`src/design/fsns_pkg.sv`:
```
// shared types, constants and helpers for the feature store search block
`default_nettype none
package fsns_pkg;

  localparam int DEF_ENTRIES    = 256;
  localparam int DEF_MAX_LENGTH = 512;
  localparam int DEF_MAX_TOPK   = 16;

  localparam int ELEMENT_BITS = 16;
  localparam int PROD_W       = 2 * ELEMENT_BITS;
  localparam int SCORE_W      = 40;
  localparam int SUM_W        = ((PROD_W > SCORE_W) ? PROD_W : SCORE_W) + 1;
  localparam int VLEN_W       = 10;
  localparam int LEN_MAX_W    = 12;
  localparam int STG_ADDR_W   = 12;
  localparam int QUEUE_DEPTH  = 2;

  localparam logic [VLEN_W-1:0] VLEN_RESET = VLEN_W'(512);

  localparam logic signed [SCORE_W-1:0] SCORE_MAX   = {1'b0, {(SCORE_W-1){1'b1}}};
  localparam logic signed [SCORE_W-1:0] SCORE_MIN   = {1'b1, {(SCORE_W-1){1'b0}}};
  localparam logic signed [SCORE_W-1:0] SCORE_EMPTY = -(SCORE_W'(1) <<< 30);

  localparam logic [2:0] OP_ADD  = 3'd0;
  localparam logic [2:0] OP_DEL  = 3'd1;
  localparam logic [2:0] OP_REG  = 3'd2;
  localparam logic [2:0] OP_UPD  = 3'd3;
  localparam logic [2:0] OP_NEAR = 3'd4;
  localparam logic [2:0] OP_TOPK = 3'd5;

  localparam logic [2:0] ST_OK       = 3'd0;
  localparam logic [2:0] ST_SIZE     = 3'd1;
  localparam logic [2:0] ST_FULL     = 3'd2;
  localparam logic [2:0] ST_DEL_BAD  = 3'd3;
  localparam logic [2:0] ST_DEL_IDLE = 3'd4;
  localparam logic [2:0] ST_UPD_IDLE = 3'd5;

  typedef struct packed {
    logic [2:0]                     op;
    logic [8:0]                     slot;
    logic signed [ELEMENT_BITS-1:0] element;
    logic                           is_last;
    logic signed [31:0]             owner_id;
    logic [4:0]                     want_count;
  } item_t;

  typedef struct packed {
    logic [2:0]                status;
    logic                      found;
    logic [7:0]                entry;
    logic signed [SCORE_W-1:0] score;
    logic signed [31:0]        hit_id;
    logic                      run_end;
  } result_t;

  typedef struct packed {
    logic [2:0]           op;
    logic [8:0]           slot;
    logic [31:0]          owner_id;
    logic [4:0]           want_count;
    logic [LEN_MAX_W-1:0] len;
    logic                 len_ok;
    logic                 bank;
  } cmd_t;

  typedef struct packed {
    logic                           we;
    logic [STG_ADDR_W-1:0]          addr;
    logic signed [ELEMENT_BITS-1:0] data;
  } stg_wr_t;

  typedef struct packed {
    logic done;
    logic bank;
    logic clearing;
  } back_stat_t;

  function automatic result_t mk_res(logic [2:0] status, logic [7:0] entry);
    result_t r;
    r         = '0;
    r.status  = status;
    r.entry   = entry;
    r.run_end = 1'b1;
    return r;
  endfunction

endpackage
`default_nettype wire

```
`src/design/fsns_front.sv`:
```
// front: takes words, stages elements, classifies and queues finished ops
`default_nettype none
module fsns_front
  import fsns_pkg::*;
#(
  parameter int MAX_LENGTH = DEF_MAX_LENGTH
) (
  input  wire logic              clk,
  input  wire logic              rst,
  input  wire logic              item_valid,
  output logic                   item_ready,
  input  wire item_t             item,
  input  wire logic              cfg_we,
  input  wire logic [VLEN_W-1:0] cfg_wdata,
  output stg_wr_t                stg_wr,
  output logic                   push,
  output cmd_t                   push_cmd,
  input  wire logic              q_not_full,
  input  wire back_stat_t        bstat
);

  localparam int LNW = $clog2(MAX_LENGTH + 2);

  logic [VLEN_W-1:0] vector_length;
  logic [LNW-1:0]    cnt;
  logic [LNW-1:0]    cnt_next;
  logic              bank;
  logic [1:0]        busy;
  logic              accept;

  assign item_ready = !busy[bank] && !bstat.clearing && q_not_full;
  assign accept     = item_valid && item_ready;
  assign cnt_next   = (32'(cnt) <= MAX_LENGTH) ? cnt + LNW'(1) : cnt;

  always_comb begin
    stg_wr.we   = accept && (32'(cnt) < MAX_LENGTH);
    stg_wr.addr = STG_ADDR_W'(32'(bank) * MAX_LENGTH + 32'(cnt));
    stg_wr.data = item.element;
    push                = accept && item.is_last;
    push_cmd.op         = item.op;
    push_cmd.slot       = item.slot;
    push_cmd.owner_id   = item.owner_id;
    push_cmd.want_count = item.want_count;
    push_cmd.len        = LEN_MAX_W'(cnt_next);
    push_cmd.len_ok     = (32'(cnt_next) == 32'(vector_length)) &&
                          (32'(cnt_next) <= MAX_LENGTH);
    push_cmd.bank       = bank;
  end

  always_ff @(posedge clk) begin
    if (rst) begin
      vector_length <= VLEN_RESET;
      cnt           <= '0;
      bank          <= 1'b0;
      busy          <= '0;
    end else begin
      if (cfg_we) begin
        vector_length <= cfg_wdata;
      end
      if (bstat.done) begin
        busy[bstat.bank] <= 1'b0;
      end
      if (accept) begin
        if (item.is_last) begin
          cnt        <= '0;
          busy[bank] <= 1'b1;
          bank       <= !bank;
        end else begin
          cnt <= cnt_next;
        end
      end
    end
  end

  a_both_busy_stall: assert property (@(posedge clk) disable iff (rst)
    (busy == 2'b11) |-> !item_ready)
    else $error("words taken with both staging banks in use");

endmodule
`default_nettype wire

```
`config.mk`:
```
export PLATFORM = sky130hd
export DESIGN_NAME = fsns_front
export DESIGN_NICKNAME = d
export VERILOG_FILES = /design/src/design/fsns_pkg.sv /design/src/design/fsns_front.sv
export SDC_FILE = /design/constraint.sdc
export NUM_CORES = 1
export LEC_CHECK = 0
export ABC_AREA = 1
export BUFFER_PORTS_ARGS = -buffer_cell sky130_fd_sc_hd__buf_2
export CAP_MARGIN = 0
export CORE_MARGIN = 3
export CORE_UTILIZATION = 30
export DETAILED_ROUTE_END_ITERATION = 6
export GPL_ROUTABILITY_DRIVEN = 0
export PLACE_DENSITY_LB_ADDON = 0.05
export SYNTH_ARGS = -nofsm -noshare
export SYNTH_HDL_FRONTEND = slang
export SYNTH_SLANG_ARGS = --single-unit
```
`constraint.sdc`:
```
create_clock -name clk -period 2.3 [get_ports clk]
set_clock_uncertainty 0.2 [all_clocks]
set_input_delay 0.23 -clock clk [delete_from_list [all_inputs] [get_ports clk]]
set_output_delay 0.23 -clock clk [all_outputs]
set_load 0.05 [all_outputs]
```
Word-level counts from Yosys, hierarchy flattened
Cells that the tools add are included.
{"block": "op_classes", "n_mux": 12, "n_lt_le_gt_ge": 7, "eq_ne": 1, "n_reduce_logical": 12, "n_bitwise": 3, "n_addsub": 2}
{"cell": "less-or-equal comparator 10 bit, second input constant", "n": 2}
{"cell": "two-way mux 10 bit", "n": 2}
{"cell": "adder 10 x 10 -> 11 bit", "n": 1}
{"cell": "adder 10 x 1 -> 10 bit, second input constant", "n": 1}
{"cell": "== test 10 bit", "n": 1}
{"cell": "less-than comparator 10 bit, second input constant", "n": 1}
{"cell": "logical AND 1 bit", "n": 8}
{"cell": "two-way mux 2 bit", "n": 4}
{"cell": "less-than comparator 1 x 2 -> 1 bit, second input constant", "n": 2}
{"cell": "two-way mux 1 bit", "n": 4}
{"cell": "logical NOT 1 bit", "n": 3}
{"cell": "AND 2 bit", "n": 1}
{"cell": "demux 1 bit (select 1 bit)", "n": 2}
{"cell": "greater-or-equal comparator 1 bit, second input constant", "n": 2}
{"cell": "NOT 2 bit", "n": 1}
{"cell": "bitwise OR 2 bit", "n": 1}
{"cell": "AND reduction 2 bit", "n": 1}
{"block": "word_totals", "inputBits": 84, "out_inout_bits": 94, "wordCells": 41, "register_bits": 23}

Logic depth before layout (Yosys ltp)
{"block": "logic_depth", "word_depth": 11, "depth_mapped": 14, "ltp_nobuf": 14}

Worst setup path after synthesis
OpenSTA, ideal clock, no wires.
{"block": "synth_timing", "kind": "register to output", "from": "register bank", "to": "output port stg_wr[28] in the netlist's numbering", "path_stages_with_launch": 9, "t_required_ns": 1.870, "arrival_ns": 2.932, "setup_slack_ns": -1.062, "n_path_buf": 1, "path_cell_list": "dfxtp_1 > inv_1 > nand2_1 > nand2_1 > a211oi_1 > and2_1 > inv_1 > clkbuf_1 > nor2_1"}
{"element": "start: declaration", "line": "fsns_front.sv:27", "rtl": "logic bank;"}
{"element": "start signal: assignment", "line": "fsns_front.sv:67", "rtl": "bank <= !bank;"}
{"element": "end: declaration", "line": "fsns_front.sv:15", "rtl": "output stg_wr_t stg_wr,"}

==> impl_metrics.env <==
export IMPL_crit_family="simple AND/OR/NAND/NOR gates"
export IMPL_synth_top_area_cell="buf_4"
export IMPL_cp_cell_sequence="inv_2, ha_4, nand2_4, nor2_4, nand2_4, nand2_8, nand2_4, nand2_4, nand2_1, nand2_1, nand2_1, nor2_1, nand3_2, nor2_4, buf_8"
export IMPL_violations="setup timing"
export IMPL_cts_buffer_depth=2
export IMPL_routedWlPerCell_um=13.6
export IMPL_fin_util_pct=36.1
export IMPL_dp_hpwl_um=4470
export IMPL_seq_area_um2=467
export IMPL_ys_seq_area_share_pct=21.9
export IMPL_maxCapViolCount=0
export IMPL_fmax_mhz=396
export IMPL_root_buffer="clkbuf_8"
export IMPL_max_stage_delay_ns=0.35
export IMPL_drc=0
export IMPL_critPathKind="flop to primary output"
export IMPL_ios=178
export IMPL_postRouteAntennaNets=0
export IMPL_clk_latency_ns=0.27
export IMPL_hold_path_class="input port to flop"
export IMPL_cp_end_kind="primary output"
export IMPL_cts_tree="done"
export IMPL_fp_dieW_um=89.6
export IMPL_synthCells=320
export IMPL_placed_cell_area_um2=2120
export IMPL_synth_yosys_warnings=0
export IMPL_viasPerCell=4.34
export IMPL_numPortBuffers=44
export IMPL_synth_common_cells="buf_4 (78), nand2_1 (69), nand3_1 (27)"
export IMPL_multi_input_area_um2=1140
export IMPL_period_share_pct=110
export IMPL_ys_types=27
export IMPL_post_route_min_period_ns=2.52
export IMPL_timing_final_hold_violations=0
export IMPL_nFillCells=741
export IMPL_rsz0062_at_grt="yes"
export IMPL_yosys_most_used_dff="dfxtp_1"
export IMPL_peakVddDrop_v=0.000187
export IMPL_cts_buffers=3
export IMPL_first_global_vias=1750
export IMPL_htreeDepth=1
export IMPL_synth_edff_count=0
export IMPL_vias=1793
export IMPL_synth_area_top_cells="buf_4 (28%), dfxtp_1 (22%), nand2_1 (12%)"
export IMPL_startpoint_type="flop"
export IMPL_final_cell_area_um2=2370
export IMPL_total_leakage_power_nw=1.11
export IMPL_grt_max_degree=18
export IMPL_status="finished with violations"
export IMPL_cp_common_cell="nand2_4"
export IMPL_first_pass_iters=4
export IMPL_num_antenna_cells=0
export IMPL_die_y_um=89.6
export IMPL_synth_most_common_cell="buf_4"
export IMPL_cp_arrival_ns=2.09
export IMPL_initial_core_util_pct=31.9
export IMPL_setup_ws_ns=-0.223
export IMPL_grt_use_total_pct=14.2
export IMPL_slowest_stage="dfxtp_2"
export IMPL_area_delta_synth_final_pct=13.1
export IMPL_synth_seq_cells=23
export IMPL_cts_clk_slew_worst_paths_ns=0.09
export IMPL_required_ns=1.87
export IMPL_overflow=0
export IMPL_syn_cell_area_um2=2100
export IMPL_antenna_found_initial=0
export IMPL_setup_viol=1
export IMPL_drt_total_wl_um=5630
export IMPL_grt_pass1_wl_um=8750
export IMPL_final_nets=408
export IMPL_crit_buf_inv=2
export IMPL_yosysTopAreaCellShare_pct=27.9
export IMPL_core_area_um2=6570
export IMPL_design_die_area_um2=8030
export IMPL_drt_iter0_markers=55
export IMPL_slew_violations=0
export IMPL_cp_max_fo=6
export IMPL_ys_async_sr_fraction_pct=0
export IMPL_syn_area_per_cell_um2=6.56
export IMPL_power_density_nw_per_um2=350
export IMPL_cts_sinks=23
export IMPL_rows=29
export IMPL_layout_drive_gt1_share_pct=41.9
## worst reg2reg max path, stage by stage, from the launching register on
cell and delay (ns):
dfxtp_2 0.35, inv_2 0.08, ha_4 0.13, nand2_4 0.04, nor2_4 0.15, nand2_4 0.14
nand2_8 0.12, nand2_4 0.06, nand2_4 0.07, buf_4 0.10, buf_4 0.10, nand2_1 0.05
a21oi_1 0.16
## final cells by class
class,instances,share of cell area (%)
repair buffers,77,21.2
flip-flops and latches,23,19.7
well taps,93,4.90
multi-input cells,188,47.9
inverters,28,4.43
clock buffers,4,1.90
## routing by layer
layer	GRT usage, %	wire (µm)	vias up	part of all wire [%]
li1	-	-	928	-
met1	18.5	2610	775	46
met2	21.9	2470	57	44
met3	2.74	326	33	5.8
met4	7.98	229	0	4.1
met5	0	0	-	0
## cell usage in the layout (no fill, tap or decap), types with 2 or more instances in the layout
cell | netlist | layout
a21oi_1 | 19 | 19
xor2_1 | 2 | 2
clkbuf_4 | 0 | 5
nor2_4 | 1 | 5
nand3b_1 | 3 | 3
inv_1 | 22 | 20
dfxtp_1 | 23 | 18
o21ai_0 | 13 | 13
nand3_2 | 0 | 6
nand2_2 | 16 | 7
dfxtp_2 | 0 | 5
dlygate4sd3_1 | 0 | 3
nand2_8 | 1 | 2
clkbuf_8 | 0 | 3
conb_1 | 1 | 3
nand3_1 | 27 | 21
inv_2 | 5 | 7
nand2_1 | 69 | 62
buf_4 | 78 | 30
buf_2 | 1 | 37
nor2_1 | 21 | 14
nor2_2 | 1 | 4
nand2_4 | 1 | 18
ha_1 | 3 | 2
nand4_1 | 2 | 2
## what timing repair did
action                                  in CTS  in global routing
buffers inserted                             0                  2
endpoints found under the hold margin        3                  0
gates cloned                                 2                  0
pin swaps                                    5                 12
endpoints found under the setup margin       3                 11
gates resized for setup                     11                 31
hold buffers                                 3                  0
## power by group
group	switching, W	internal [W]	total (W)	leakage, nW
logic	0.0000908	0.0000520	0.000143	0.896
clock network	0.000141	0.000124	0.000265	0.0228
registers	0.0000107	0.000412	0.000423	0.191
total	0.000242	0.000588	0.000830	1.11
## worst paths after layout
check | startpoint | endpoint | slack (ns) | depth (start not counted)
setup / recovery | cnt[0]$_SDFFE_PP0P_ | push_cmd[1] | -0.22 | 15
hold / removal | cfg_we | vector_length[9]$_SDFFE_PP1P_ | 0.007 | 3
setup reg to reg | cnt[0]$_SDFFE_PP0P_ | cnt[3]$_SDFFE_PP0P_ | 0.47 | 12
hold reg to reg | vector_length[2]$_SDFFE_PP0P_ | vector_length[2]$_SDFFE_PP0P_ | 0.28 | 2
## per-stage QoR
stage	power, W	setup slack [ns]	std cells	setup TNS (ns)	hold slack (ns)
5_1_grt	0.000874	-0.353	413	-0.353	0.0400
3_3_place_gp	0.000565	-0.0656	402	-0.0656	0.247
2_1_floorplan	0.000830	0.00725	322	0	0.0991
3_5_place_dp	0.000564	-0.101	402	-0.101	0.250
4_1_cts	0.000836	-0.201	411	-0.201	0.0121
6_report	0.000830	-0.223	413	-0.223	0.00681
## state kept, by name, indices dropped and copies added, names as in the netlist
signal,cells
vector_length,10
bank,1
cnt,10
busy,2
## kinds of logic after synthesis
group	share of synthesized area, %
buffers and inverters	34.9
XOR/XNOR	0.835
AND/OR/NAND/NOR	31.6
other	0.179
adder cells (fa/ha/maj)	1.79
AO/OA/AOI/OAI	8.71
flip-flops	21.9
Note: power is estimated with default switching activity, not from simulation.
