## src/design/fsns_pkg.sv

```systemverilog
// shared types, constants and helpers for the feature store search block
`default_nettype none
package fsns_pkg;

  localparam int DEF_ENTRIES    = 256;
  localparam int DEF_MAX_LENGTH = 512;
  localparam int DEF_MAX_TOPK   = 16;

  localparam int ELEMENT_BITS = 16;
  localparam int PROD_W       = 2 * ELEMENT_BITS;
  localparam int SCORE_W      = 40;
  localparam int SUM_W        = ((PROD_W > SCORE_W) ? PROD_W : SCORE_W) + 1;
  localparam int VLEN_W       = 10;
  localparam int LEN_MAX_W    = 12;
  localparam int STG_ADDR_W   = 12;
  localparam int QUEUE_DEPTH  = 2;

  localparam logic [VLEN_W-1:0] VLEN_RESET = VLEN_W'(512);

  localparam logic signed [SCORE_W-1:0] SCORE_MAX   = {1'b0, {(SCORE_W-1){1'b1}}};
  localparam logic signed [SCORE_W-1:0] SCORE_MIN   = {1'b1, {(SCORE_W-1){1'b0}}};
  localparam logic signed [SCORE_W-1:0] SCORE_EMPTY = -(SCORE_W'(1) <<< 30);

  localparam logic [2:0] OP_ADD  = 3'd0;
  localparam logic [2:0] OP_DEL  = 3'd1;
  localparam logic [2:0] OP_REG  = 3'd2;
  localparam logic [2:0] OP_UPD  = 3'd3;
  localparam logic [2:0] OP_NEAR = 3'd4;
  localparam logic [2:0] OP_TOPK = 3'd5;

  localparam logic [2:0] ST_OK       = 3'd0;
  localparam logic [2:0] ST_SIZE     = 3'd1;
  localparam logic [2:0] ST_FULL     = 3'd2;
  localparam logic [2:0] ST_DEL_BAD  = 3'd3;
  localparam logic [2:0] ST_DEL_IDLE = 3'd4;
  localparam logic [2:0] ST_UPD_IDLE = 3'd5;

  typedef struct packed {
    logic [2:0]                     op;
    logic [8:0]                     slot;
    logic signed [ELEMENT_BITS-1:0] element;
    logic                           is_last;
    logic signed [31:0]             owner_id;
    logic [4:0]                     want_count;
  } item_t;

  typedef struct packed {
    logic [2:0]                status;
    logic                      found;
    logic [7:0]                entry;
    logic signed [SCORE_W-1:0] score;
    logic signed [31:0]        hit_id;
    logic                      run_end;
  } result_t;

  typedef struct packed {
    logic [2:0]           op;
    logic [8:0]           slot;
    logic [31:0]          owner_id;
    logic [4:0]           want_count;
    logic [LEN_MAX_W-1:0] len;
    logic                 len_ok;
    logic                 bank;
  } cmd_t;

  typedef struct packed {
    logic                           we;
    logic [STG_ADDR_W-1:0]          addr;
    logic signed [ELEMENT_BITS-1:0] data;
  } stg_wr_t;

  typedef struct packed {
    logic done;
    logic bank;
    logic clearing;
  } back_stat_t;

  function automatic result_t mk_res(logic [2:0] status, logic [7:0] entry);
    result_t r;
    r         = '0;
    r.status  = status;
    r.entry   = entry;
    r.run_end = 1'b1;
    return r;
  endfunction

endpackage
`default_nettype wire

```

## src/design/fsns_queue.sv

```systemverilog
// short command queue between the front and the back
`default_nettype none
module fsns_queue
  import fsns_pkg::*;
(
  input  wire logic clk,
  input  wire logic rst,
  input  wire logic push,
  input  wire cmd_t push_cmd,
  output logic      not_full,
  output logic      pop_valid,
  input  wire logic pop,
  output cmd_t      pop_cmd
);

  localparam int PW = (QUEUE_DEPTH > 1) ? $clog2(QUEUE_DEPTH) : 1;
  localparam int NW = $clog2(QUEUE_DEPTH + 1);

  cmd_t          slots [QUEUE_DEPTH];
  logic [PW-1:0] wptr;
  logic [PW-1:0] rptr;
  logic [NW-1:0] count;

  assign not_full  = (32'(count) < QUEUE_DEPTH);
  assign pop_valid = (count != '0);
  assign pop_cmd   = slots[rptr];

  always_ff @(posedge clk) begin
    if (push) begin
      slots[wptr] <= push_cmd;
    end
  end

  always_ff @(posedge clk) begin
    if (rst) begin
      wptr  <= '0;
      rptr  <= '0;
      count <= '0;
    end else begin
      if (push) begin
        wptr <= (32'(wptr) == QUEUE_DEPTH - 1) ? '0 : wptr + PW'(1);
      end
      if (pop && pop_valid) begin
        rptr <= (32'(rptr) == QUEUE_DEPTH - 1) ? '0 : rptr + PW'(1);
      end
      count <= count + NW'(push) - NW'(pop && pop_valid);
    end
  end

  a_no_overflow: assert property (@(posedge clk) disable iff (rst) push |-> not_full)
    else $error("queue push while full");

endmodule
`default_nettype wire

```

## config.mk

```make
export PLATFORM = sky130hd
export DESIGN_NAME = fsns_queue
export DESIGN_NICKNAME = d
export VERILOG_FILES = /design/src/design/fsns_pkg.sv /design/src/design/fsns_queue.sv
export SDC_FILE = /design/constraint.sdc
export NUM_CORES = 1
export LEC_CHECK = 0
export ABC_AREA = 1
export BUFFER_PORTS_ARGS = -buffer_cell sky130_fd_sc_hd__buf_2
export CORE_ASPECT_RATIO = 2
export CORE_UTILIZATION = 30
export DETAILED_ROUTE_END_ITERATION = 12
export PLACE_DENSITY = 0.58
export SLEW_MARGIN = 20
export SYNTH_ARGS = -nofsm -noshare
export SYNTH_HDL_FRONTEND = slang
export SYNTH_SLANG_ARGS = --single-unit
```

## constraint.sdc

```tcl
create_clock -name clk -period 10.6 [get_ports clk]
set_input_delay 2.12 -clock clk [delete_from_list [all_inputs] [get_ports clk]]
set_output_delay 2.12 -clock clk [all_outputs]
set_load 0.02 [all_outputs]
```

Word level (Yosys, flattened, before mapping) --
Memories as Yosys holds them, arrays and structs flattened. A register that Yosys moved wholly into a read port is not among the register bits. Index checks and enable logic that the tools add are counted.
Storage, ports and cells: bits in registers 4, RAM bits 126, input port bits 67, memories 1
Memory list:
- slots | words 2, bits a word 63, rd ports 1, clocked after memory_dff 1, write ports 1, RTL line fsns_queue.sv:19 | cmd_t slots [QUEUE_DEPTH];
Cells by class: add/sub/neg operators 4, $lt $le $gt $ge 1, muxes and demuxes 6, reduce and logical (&&, ||, !) cells 2
Operator list (number):
- $mux W1 | 6
- $add A1 B1 Y1 const B | 2
- $add A2 B1 Y2 | 1
- $lt A2 B2 Y1 const B | 1
- $reduce_bool A2 Y1 | 1
- $sub A2 B1 Y2 | 1
- $logic_and A1 B1 Y1 | 1

Longest topological paths before layout --
Gate-level depths: netlist of run 1.
word-level depth 4, gate-level depth with buffers 10, depth with buffers taken out 10

Worst setup path before layout of run 1 --
OpenSTA, ideal clock, no wires.
path kind input-to-reg, start input port push, end memory slots[0][0] (netlist name) (enable), setup time 0.486 ns, data arrival time 4.802 ns, setup slack 5.312 ns, stages on the path 2, buffers on the path 0, path through inv_1 > nor2_1
Between the ends: word-level cells in the longest chain between the ends 2
RTL lines:
- from (decl) | RTL line fsns_queue.sv:8 | input wire logic push,
- $mux W1 | RTL line fsns_queue.sv:29 | if (push) begin
- $mux W1 (not written as such) | RTL line fsns_queue.sv:30 | slots[wptr] <= push_cmd;
- to (decl) | RTL line fsns_queue.sv:19
Every way passes these cells.

==> results of run 1 <==
[Yosys cell counts (all sizes together)]
cell    count  area share [%]
nor2        9            0.66
inv        10            0.74
nor3        1           0.098
buf         7             2.6
a21oi       1           0.098
nand3       2            0.20
ha          2            0.49
edfxtp    126              74
mux2       63              18
dfxtp       5             2.0
nand2       6            0.44
[state kept, by name, indices dropped and copies added, names as in the netlist, named ones only]
name,cells
wptr,1
slots,126
count,2
rptr,1
[area by class of cell]
type	instances	share of cell area [%]
inverters	10	0.5711
flip-flops and latches	131	59.15
clock inverters	14	3.579
clock buffers	18	6.530
well taps	207	3.941
repair buffers	134	10.32
diodes	1	0.03807
multi-input cells	84	15.88
[routing by layer]
metal | part of all wire [%] | vias to the layer above | GRT usage (%) | wire, um
li1 | - | 1182 | - | -
met1 | 32 | 1264 | 10.21 | 3141
met2 | 59 | 74 | 21.20 | 5729
met3 | 5.5 | 28 | 4.146 | 533
met4 | 3.3 | 8 | 7.938 | 320
met5 | 0.52 | - | 0 | 51
[through the flow]
stage               total power [mW]  cell area, um2  instances
global placement              0.9511            5906        566
CTS                            1.620            6570        598
floorplan                     0.8912            5089        232
global route                   1.660            6570        598
finish                         1.597            6573        599
detailed placement            0.9616            5906        566
[how the worst max path moves through the flow]
stage / start / endpoint / slack (ns) / depth (start not counted)
floorplan: push / slots[0][0]$_DFFE_PP_ / 5.31 / 2
finish: flop / pop_cmd[45] / 6.14 / 3
global route: flop / pop_cmd[45] / 6.03 / 3
global placement: flop / pop_cmd[45] / 6.58 / 3
CTS: flop / pop_cmd[45] / 6.06 / 3
detailed placement: flop / pop_cmd[45] / 6.53 / 3
[worst reg2reg max path, delay by kind of cell, from the launching register on]
kind,cells,cell delay [ns]
flip-flops,1,0.39
AND/OR/NAND/NOR,1,0.08
buffers and inverters,2,0.88
[power breakdown]
part | internal, mW | switching [mW] | total (mW)
Combinational | 0.148 | 0.174 | 0.322
Sequential | 0.604 | 0.0182 | 0.622
Clock | 0.440 | 0.213 | 0.653
[cell families after synthesis]
logic type	synth area share, %
buffers and inverters	3.320
multiplexers	18.37
flip-flops	76.32
adder cells (fa/ha/maj)	0.4917
AO/OA/AOI/OAI	0.09826
AND/OR/NAND/NOR	1.401
==> impl_metrics.tcl, run 1 <==
set metrics [dict create \
    status "completed" \
    min_path_cells 2 \
    regArea_um2 3887 \
    die_x_um 94.09 \
    criticalPathCategory "reg2out" \
    hold_viol 0 \
    path_max_fanout 48 \
    critPathSlowestCell "buf_4" \
    drv_slew 0 \
    die_h_um 186.2 \
    critPathLaunchType "flop" \
    syn_inst 232 \
    drtIter0Drc 94 \
    seq_area_frac_synth_pct 76.32 \
    syn_nets 301 \
    rsz0062_at_grt "no" \
    netlist_area_um2 5089 \
    cts.sinks 131 \
    crit-reg2reg-launch "wptr$_SDFFE_PP0P_" \
    ff2ff_path_depth 3 \
    ctsHoldBuffers 0 \
    crit_family "buffers and inverters" \
    path_clk_slew_ns 0.06 \
    hpwl_um 6602 \
    max_stage_delay_ns 0.74 \
    holdWs_ns 0.5229 \
    clk_path_buf_depth 2 \
    multi_input_area_um2 1044 \
    dpl_worst_slack_ns 6.525 \
    min_from "rptr$_SDFFE_PP0P_" \
    cts_setup_buffers 0 \
    boundaryPins 132 \
    cts_resized 0 \
    grt_overflow 0 \
    crit_required_ns 8.48 \
    final_common_cell "buf_2" \
    cts_buffers 17 \
    portBuffers 131 \
    utilization_pct 39.40 \
    fp.dieArea_um2 17520 \
    cts_tree "yes" \
    grt_pass1_vias 2696 \
    cp.buffers_inverters 2 \
    gp_congestion 0.6696 \
    r2r_end "slots[1][10]$_DFFE_PP_" \
    final_nets 447 \
    start_util_pct 30.50 \
    final_cell_mix "131 x buf_2, 126 x edfxtp_1, 60 x mux2_4" \
    fin_crit_sh_pct 42.04 \
    firstDrtPassIters 4 \
    yosys_warnings 0 \
    holdCritPathClass "reg2reg" \
    core_area_um2 16680 \
    finalClockSkew_ns 0.005116 \
    route.detailed.drc 0 \
    ir_drop_mv 0.1280 \
    synth_cell_types 13 \
    htreeDepth 4 \
    num_vias 2556 \
    postRouteAntennaNets 0 \
    syn_area_per_cell_um2 21.93 \
    track_usage_pct 11.55 \
    worstMarginPinSlew_ns 0.9227 \
    path_cells "buf_4 > mux2_2 > buf_2" \
    cts-root-buf "clkbuf_16" \
    setup_ws_ns 6.144 \
    leakagePower_nw 2.615 \
    r2r_slack_ns 8.82 \
    grt_max_degree 53 \
    num-fill-cells 1517 \
    area_growth_pct 29.16 \
    wl_per_cell_um 16.32 \
    worstSetupEndpointType "primary output" \
    totalWireLength_um 9777 \
    drive_above_1_share_pct 59.08 \
    cellPowerDensity_nw_per_um2 243.0 \
    antenna_found_initial 5 \
    slew_headroom_pct 38.49 \
    maxCapViolCount 0 \
    critPathArrivalTime_ns 2.34 \
    whs_endpoint "rptr$_SDFFE_PP0P_" \
    setup-violations-final 0 \
    clock_latency_ns 0.42 \
    num_rows 67 \
    fin_crit_ns 4.456 \
    setup_tns_ns 0 \
    ys_ff_latch 131 \
    max_freq_mhz 224.4 \
    grt_pass1_wl_um 14090 \
    routed_via_density 4.267 \
]
Power figures use the tool's default switching activity.
==> run 2, diff against run 1 <==
==> constraint.sdc (replaced) <==
create_clock -name clk -period 4.26 [get_ports clk]
set_input_delay 0.852 -clock clk [delete_from_list [all_inputs] [get_ports clk]]
set_output_delay 0.852 -clock clk [all_outputs]
set_load 0.02 [all_outputs]
==> run 2 against run 1 <==
Net effect: cell count grew 0.17%; design area grew 0.91%; count of clock-buffer cells in the layout shrank 1; global-route usage shrank 0.32 points; critical path type unchanged.
==> impl_metrics.tcl, run 2 (same netlist as run 1, synthesis figures left out) <==
set metrics [dict create \
    cts_tree "yes" \
    max_stage_delay_ns 0.98 \
    setup-violations-final 0 \
    die_x_um 94.09 \
    status "completed" \
    htreeDepth 4 \
    ff2ff_path_depth 3 \
    leakagePower_nw 2.642 \
    cts_resized 0 \
    final_common_cell "buf_2" \
    critPathArrivalTime_ns 2.20 \
    worstSetupEndpointType "primary output" \
    maxCapViolCount 0 \
    largest_reg_flops 126 \
    regMostFlops "slots" \
    slew_headroom_pct 33.97 \
    path_clk_slew_ns 0.05 \
    grt_overflow 0 \
    fin_crit_sh_pct 71.67 \
    ctsHoldBuffers 0 \
    drv_slew 0 \
    track_usage_pct 11.24 \
    dpl-instance-area_um2 5921 \
    path_max_fanout 52 \
    totalWireLength_um 9429 \
    max_freq_mhz 327.6 \
    grt_pass1_vias 2664 \
    path_cells "buf_4 > mux2_4 > buf_2" \
    routed_via_density 4.275 \
    power_mw 4.076 \
    route.detailed.drc 0 \
    cts_setup_buffers 0 \
    fp.dieArea_um2 17520 \
    fin_crit_ns 3.053 \
    antenna_found_initial 4 \
    setup_ws_ns 1.207 \
    crit-reg2reg-launch "wptr$_SDFFE_PP0P_" \
    drive_above_1_share_pct 59.18 \
    holdCritPathClass "reg2reg" \
    reg_top3 "slots x126, count x2" \
    finalClockSkew_ns 0.004169 \
    r2r_slack_ns 2.37 \
    design_area_um2 6633 \
    boundaryPins 132 \
    rsz0062_at_grt "no" \
    num_rows 67 \
    start_util_pct 30.50 \
    area_growth_pct 30.34 \
    cellPowerDensity_nw_per_um2 614.5 \
    critPathLaunchType "flop" \
    setup_tns_ns 0 \
    cts_buffers 17 \
    criticalPathCategory "reg2out" \
    ir_drop_mv 0.3676 \
    grt_max_degree 53 \
    portBuffers 131 \
    core_area_um2 16680 \
    gp_congestion 0.6840 \
    hpwl_um 6507 \
    num_vias 2565 \
    hold_viol 0 \
    grt_pass1_wl_um 13830 \
    die_h_um 186.2 \
    final_nets 449 \
    crit_required_ns 3.41 \
    cts-root-buf "clkbuf_16" \
    firstDrtPassIters 4 \
    dp.cells 568 \
    postRouteAntennaNets 0 \
    clock_latency_ns 0.40 \
    finalNonFillerCells 600 \
    wl_per_cell_um 15.72 \
    r2r_end "slots[1][5]$_DFFE_PP_" \
    endpoint "pop_cmd[19]" \
    critPathSlowestCell "dfxtp_4" \
    clk_path_buf_depth 2 \
    dpl_worst_slack_ns 1.555 \
    cts.sinks 131 \
    final_cell_mix "131 x buf_2, 126 x edfxtp_1, 60 x mux2_4" \
    drtIter0Drc 70 \
    worstMarginPinSlew_ns 0.9905 \
]
## run 2: layout make-up
cell class,instances,area [um2]
antenna,1,2.502
inverter,10,37.54
clock inverter,14,284.0
multi-input combinational,84,1044
timing repair buffer,136,693.2
clock buffer,17,425.4
sequential,131,3887
tap,207,259.0
fill,1520,10050
## run 2: where the power goes
part	switching [mW]	internal (mW)	total, mW	leakage [nW]
clock network	0.515	1.21	1.73	0.333
registers	0.102	1.50	1.61	1.22
logic	0.372	0.373	0.744	1.08
total	0.989	3.09	4.08	2.64
## run 2: worst max-delay path: cells and delay by family (launching register included)
family	cells	cell delay, ns
DFF	1	0.98
buffers and inverters	2	0.49
muxes	1	0.30
## run 2: per-layer routing
metal	vias up	share of wire, %	routed length [um]	GRT usage, %
li1	1192	-	-	-
met1	1266	32	2978	9.582
met2	79	60	5676	21.75
met3	22	5.1	484	3.537
met4	6	2.6	248	6.892
met5	-	0.43	41	0
## run 2: worst min-delay path by stage
| stage | startpoint | end | cells after the start |
|---|---|---|---|
| 2_1_floorplan | rptr$_SDFFE_PP0P_ | flop | 2 |
| 3_3_place_gp | rptr$_SDFFE_PP0P_ | rptr$_SDFFE_PP0P_ | 2 |
| 3_5_place_dp | rptr$_SDFFE_PP0P_ | flop | 2 |
| 4_1_cts | rptr$_SDFFE_PP0P_ | flop | 2 |
| 5_1_grt | rptr$_SDFFE_PP0P_ | rptr$_SDFFE_PP0P_ | 2 |
| 6_report | rptr$_SDFFE_PP0P_ | flop | 2 |
## run 2: through the flow
stage,utilization [%],hold slack (ns)
floorplan,-,0.4675
global placement,35.49,0.4897
detailed placement,35.49,0.5128
CTS,39.74,0.5362
global route,39.74,0.5695
finish,39.76,0.5459
==> run 3, diff against run 2 <==
--- a/config.mk
+++ b/config.mk
@@ -10,7 +10,7 @@
 export CORE_ASPECT_RATIO = 2
 export CORE_UTILIZATION = 30
 export DETAILED_ROUTE_END_ITERATION = 12
-export PLACE_DENSITY = 0.58
+export PLACE_DENSITY = 0.6
 export SLEW_MARGIN = 20
 export SYNTH_ARGS = -nofsm -noshare
 export SYNTH_HDL_FRONTEND = slang
==> constraint.sdc (replaced) <==
create_clock -name clk -period 2.8 [get_ports clk]
set_input_delay 0.56 -clock clk [delete_from_list [all_inputs] [get_ports clk]]
set_output_delay 0.56 -clock clk [all_outputs]
set_load 0.02 [all_outputs]
==> run 3 against run 2 <==
Net effect: register-to-register slack worse by 1.2 ns; clock power up 24%; clock skew rose by 0.0060 ns; total power is 40% higher; design area is 1.4% lower; setup slack worse by 0.83 ns; cell count rose by 0.67%; global-route usage rose by 0.080 points; combinational power up 61%; largest power group is now sequential cells.
==> impl_metrics.tcl, run 3 (same netlist as run 1, synthesis figures left out) <==
set metrics [dict create \
    num_rows 67 \
    postRouteAntennaNets 0 \
    leakagePower_nw 2.605 \
    num_vias 2553 \
    antenna_found_initial 4 \
    finalClockSkew_ns 0.01022 \
    final_cell_mix "131 x buf_2, 126 x edfxtp_1, 60 x mux2_4" \
    drtIter0Drc 68 \
    grt_pass1_vias 2708 \
    die_h_um 186.2 \
    track_usage_pct 11.31 \
    grt_max_degree 36 \
    switching_share_pct 25.86 \
    wl_per_cell_um 15.73 \
    holdWs_ns 0.3353 \
    core_area_um2 16680 \
    htreeDepth 4 \
    fin_crit_ns 2.424 \
    slew_headroom_pct 61.21 \
    die_x_um 94.09 \
    cts_setup_buffers 0 \
    holdCritPathClass "in2reg" \
    grtUsageMet3_pct 4.553 \
    met2_usage_pct 21.46 \
    fp.dieArea_um2 17520 \
    gp_congestion 0.7538 \
    fin_crit_sh_pct 86.58 \
    setup_tns_ns 0 \
    regMostFlops "slots" \
    ctsHoldBuffers 0 \
    largest_reg_flops 126 \
    status "completed" \
    worstMarginPinSlew_ns 0.5810 \
    criticalPathCategory "reg2out" \
    pwr-share-seq_pct 41.6 \
    start_util_pct 30.50 \
    combPwrFrac_pct 20.9 \
    p_clk_share_pct 37.5 \
    grt_overflow 0 \
    routed_via_density 4.227 \
    busiest_layer "met2" \
    drv_slew 0 \
    boundaryPins 132 \
    cellPowerDensity_nw_per_um2 874.6 \
    area_growth_pct 28.52 \
    ir_drop_mv 0.4805 \
    path_max_fanout 23 \
    use_met1_pct 9.185 \
    p_sw_mw 1.479 \
    reg_top3 "slots x126, count x2" \
    grt_pass1_wl_um 13600 \
    totalWireLength_um 9498 \
    cts_resized 0 \
    crit_required_ns 2.24 \
    cts-root-buf "clkbuf_16" \
    p_int_mw 4.241 \
    max_freq_mhz 412.5 \
    cts_buffers 17 \
    cts.sinks 131 \
    power_mw 5.720 \
    clock_latency_ns 0.41 \
    maxCapViolCount 0 \
    final_common_cell "buf_2" \
    portBuffers 131 \
    cts_tree "yes" \
    critPathLaunchType "flop" \
    final_nets 451 \
    rsz0062_at_grt "no" \
    hpwl_um 6710 \
    drive_above_1_share_pct 58.48 \
    hold_viol 0 \
    critPathArrivalTime_ns 1.86 \
    setup-violations-final 0 \
    worstSetupEndpointType "primary output" \
    route.detailed.drc 0 \
    firstDrtPassIters 4 \
    path_clk_slew_ns 0.06 \
    clk_path_buf_depth 2 \
]
[run 3: cell count changes in the layout (fill, tap and decap cells not counted)]
cell | previous run | this run
buf_12 | 0 | 2
bufinv_16 | 8 | 3
clkbuf_1 | 0 | 2
clkinv_1 | 1 | 3
clkinv_2 | 0 | 5
clkinv_4 | 2 | 0
clkinvlp_4 | 3 | 2
diode_2 | 1 | 2
[run 3: cell type report]
cell class,count,area [um2]
antenna,2,5.005
clock buffer,19,432.9
clock inverter,13,141.4
fill,1542,10140
inverter,10,37.54
multi-input combinational,84,1044
sequential,131,3887
tap,207,259.0
timing repair buffer,138,733.2
[run 3: path summary, 6_finish.rpt]
path	slack, ns	endpoint	startpoint	cells after the start
worst max-delay path	0.38	pop_cmd[16]	flop	3
worst min-delay path	0.34	slots[1][0]$_DFFE_PP_	push_cmd[0]	1
worst max register to register	1.19	slots[1][51]$_DFFE_PP_	wptr$_SDFFE_PP0P_	3
worst min register to register	0.52	rptr$_SDFFE_PP0P_	rptr$_SDFFE_PP0P_	2
[run 3: per-layer routing]
layer	vias up	share of wire, %
met2	91	60
met4	4	3.6
met5	-	0.23
met3	23	5.8
li1	1201	-
met1	1234	31
[run 3: power groups by stage]
stage	sequential [mW]	clock (mW)	combinational, mW
final	2.38	2.14	1.20
after global routing	2.40	2.27	1.28
after CTS	2.39	2.20	1.22
after detailed placement	2.43	0	1.22
after global placement	2.42	0	1.20
after floorplan	2.35	0	1.02
[run 3: stage by stage]
stage	cells	util, %	setup slack [ns]	instance area (um2)
floorplan	232	-	0.1615	5091
global placement	570	35.73	0.7551	5961
detailed placement	570	35.73	0.7479	5961
CTS	602	39.17	0.2942	6535
global route	602	39.17	0.2634	6535
finish	604	39.20	0.3758	6540
[run 3: worst max-delay path, cell delays in order, from the launching register on]
cell	delay, ns
dfxtp_4	0.65
buf_4	0.31
mux2_4	0.32
buf_2	0.16
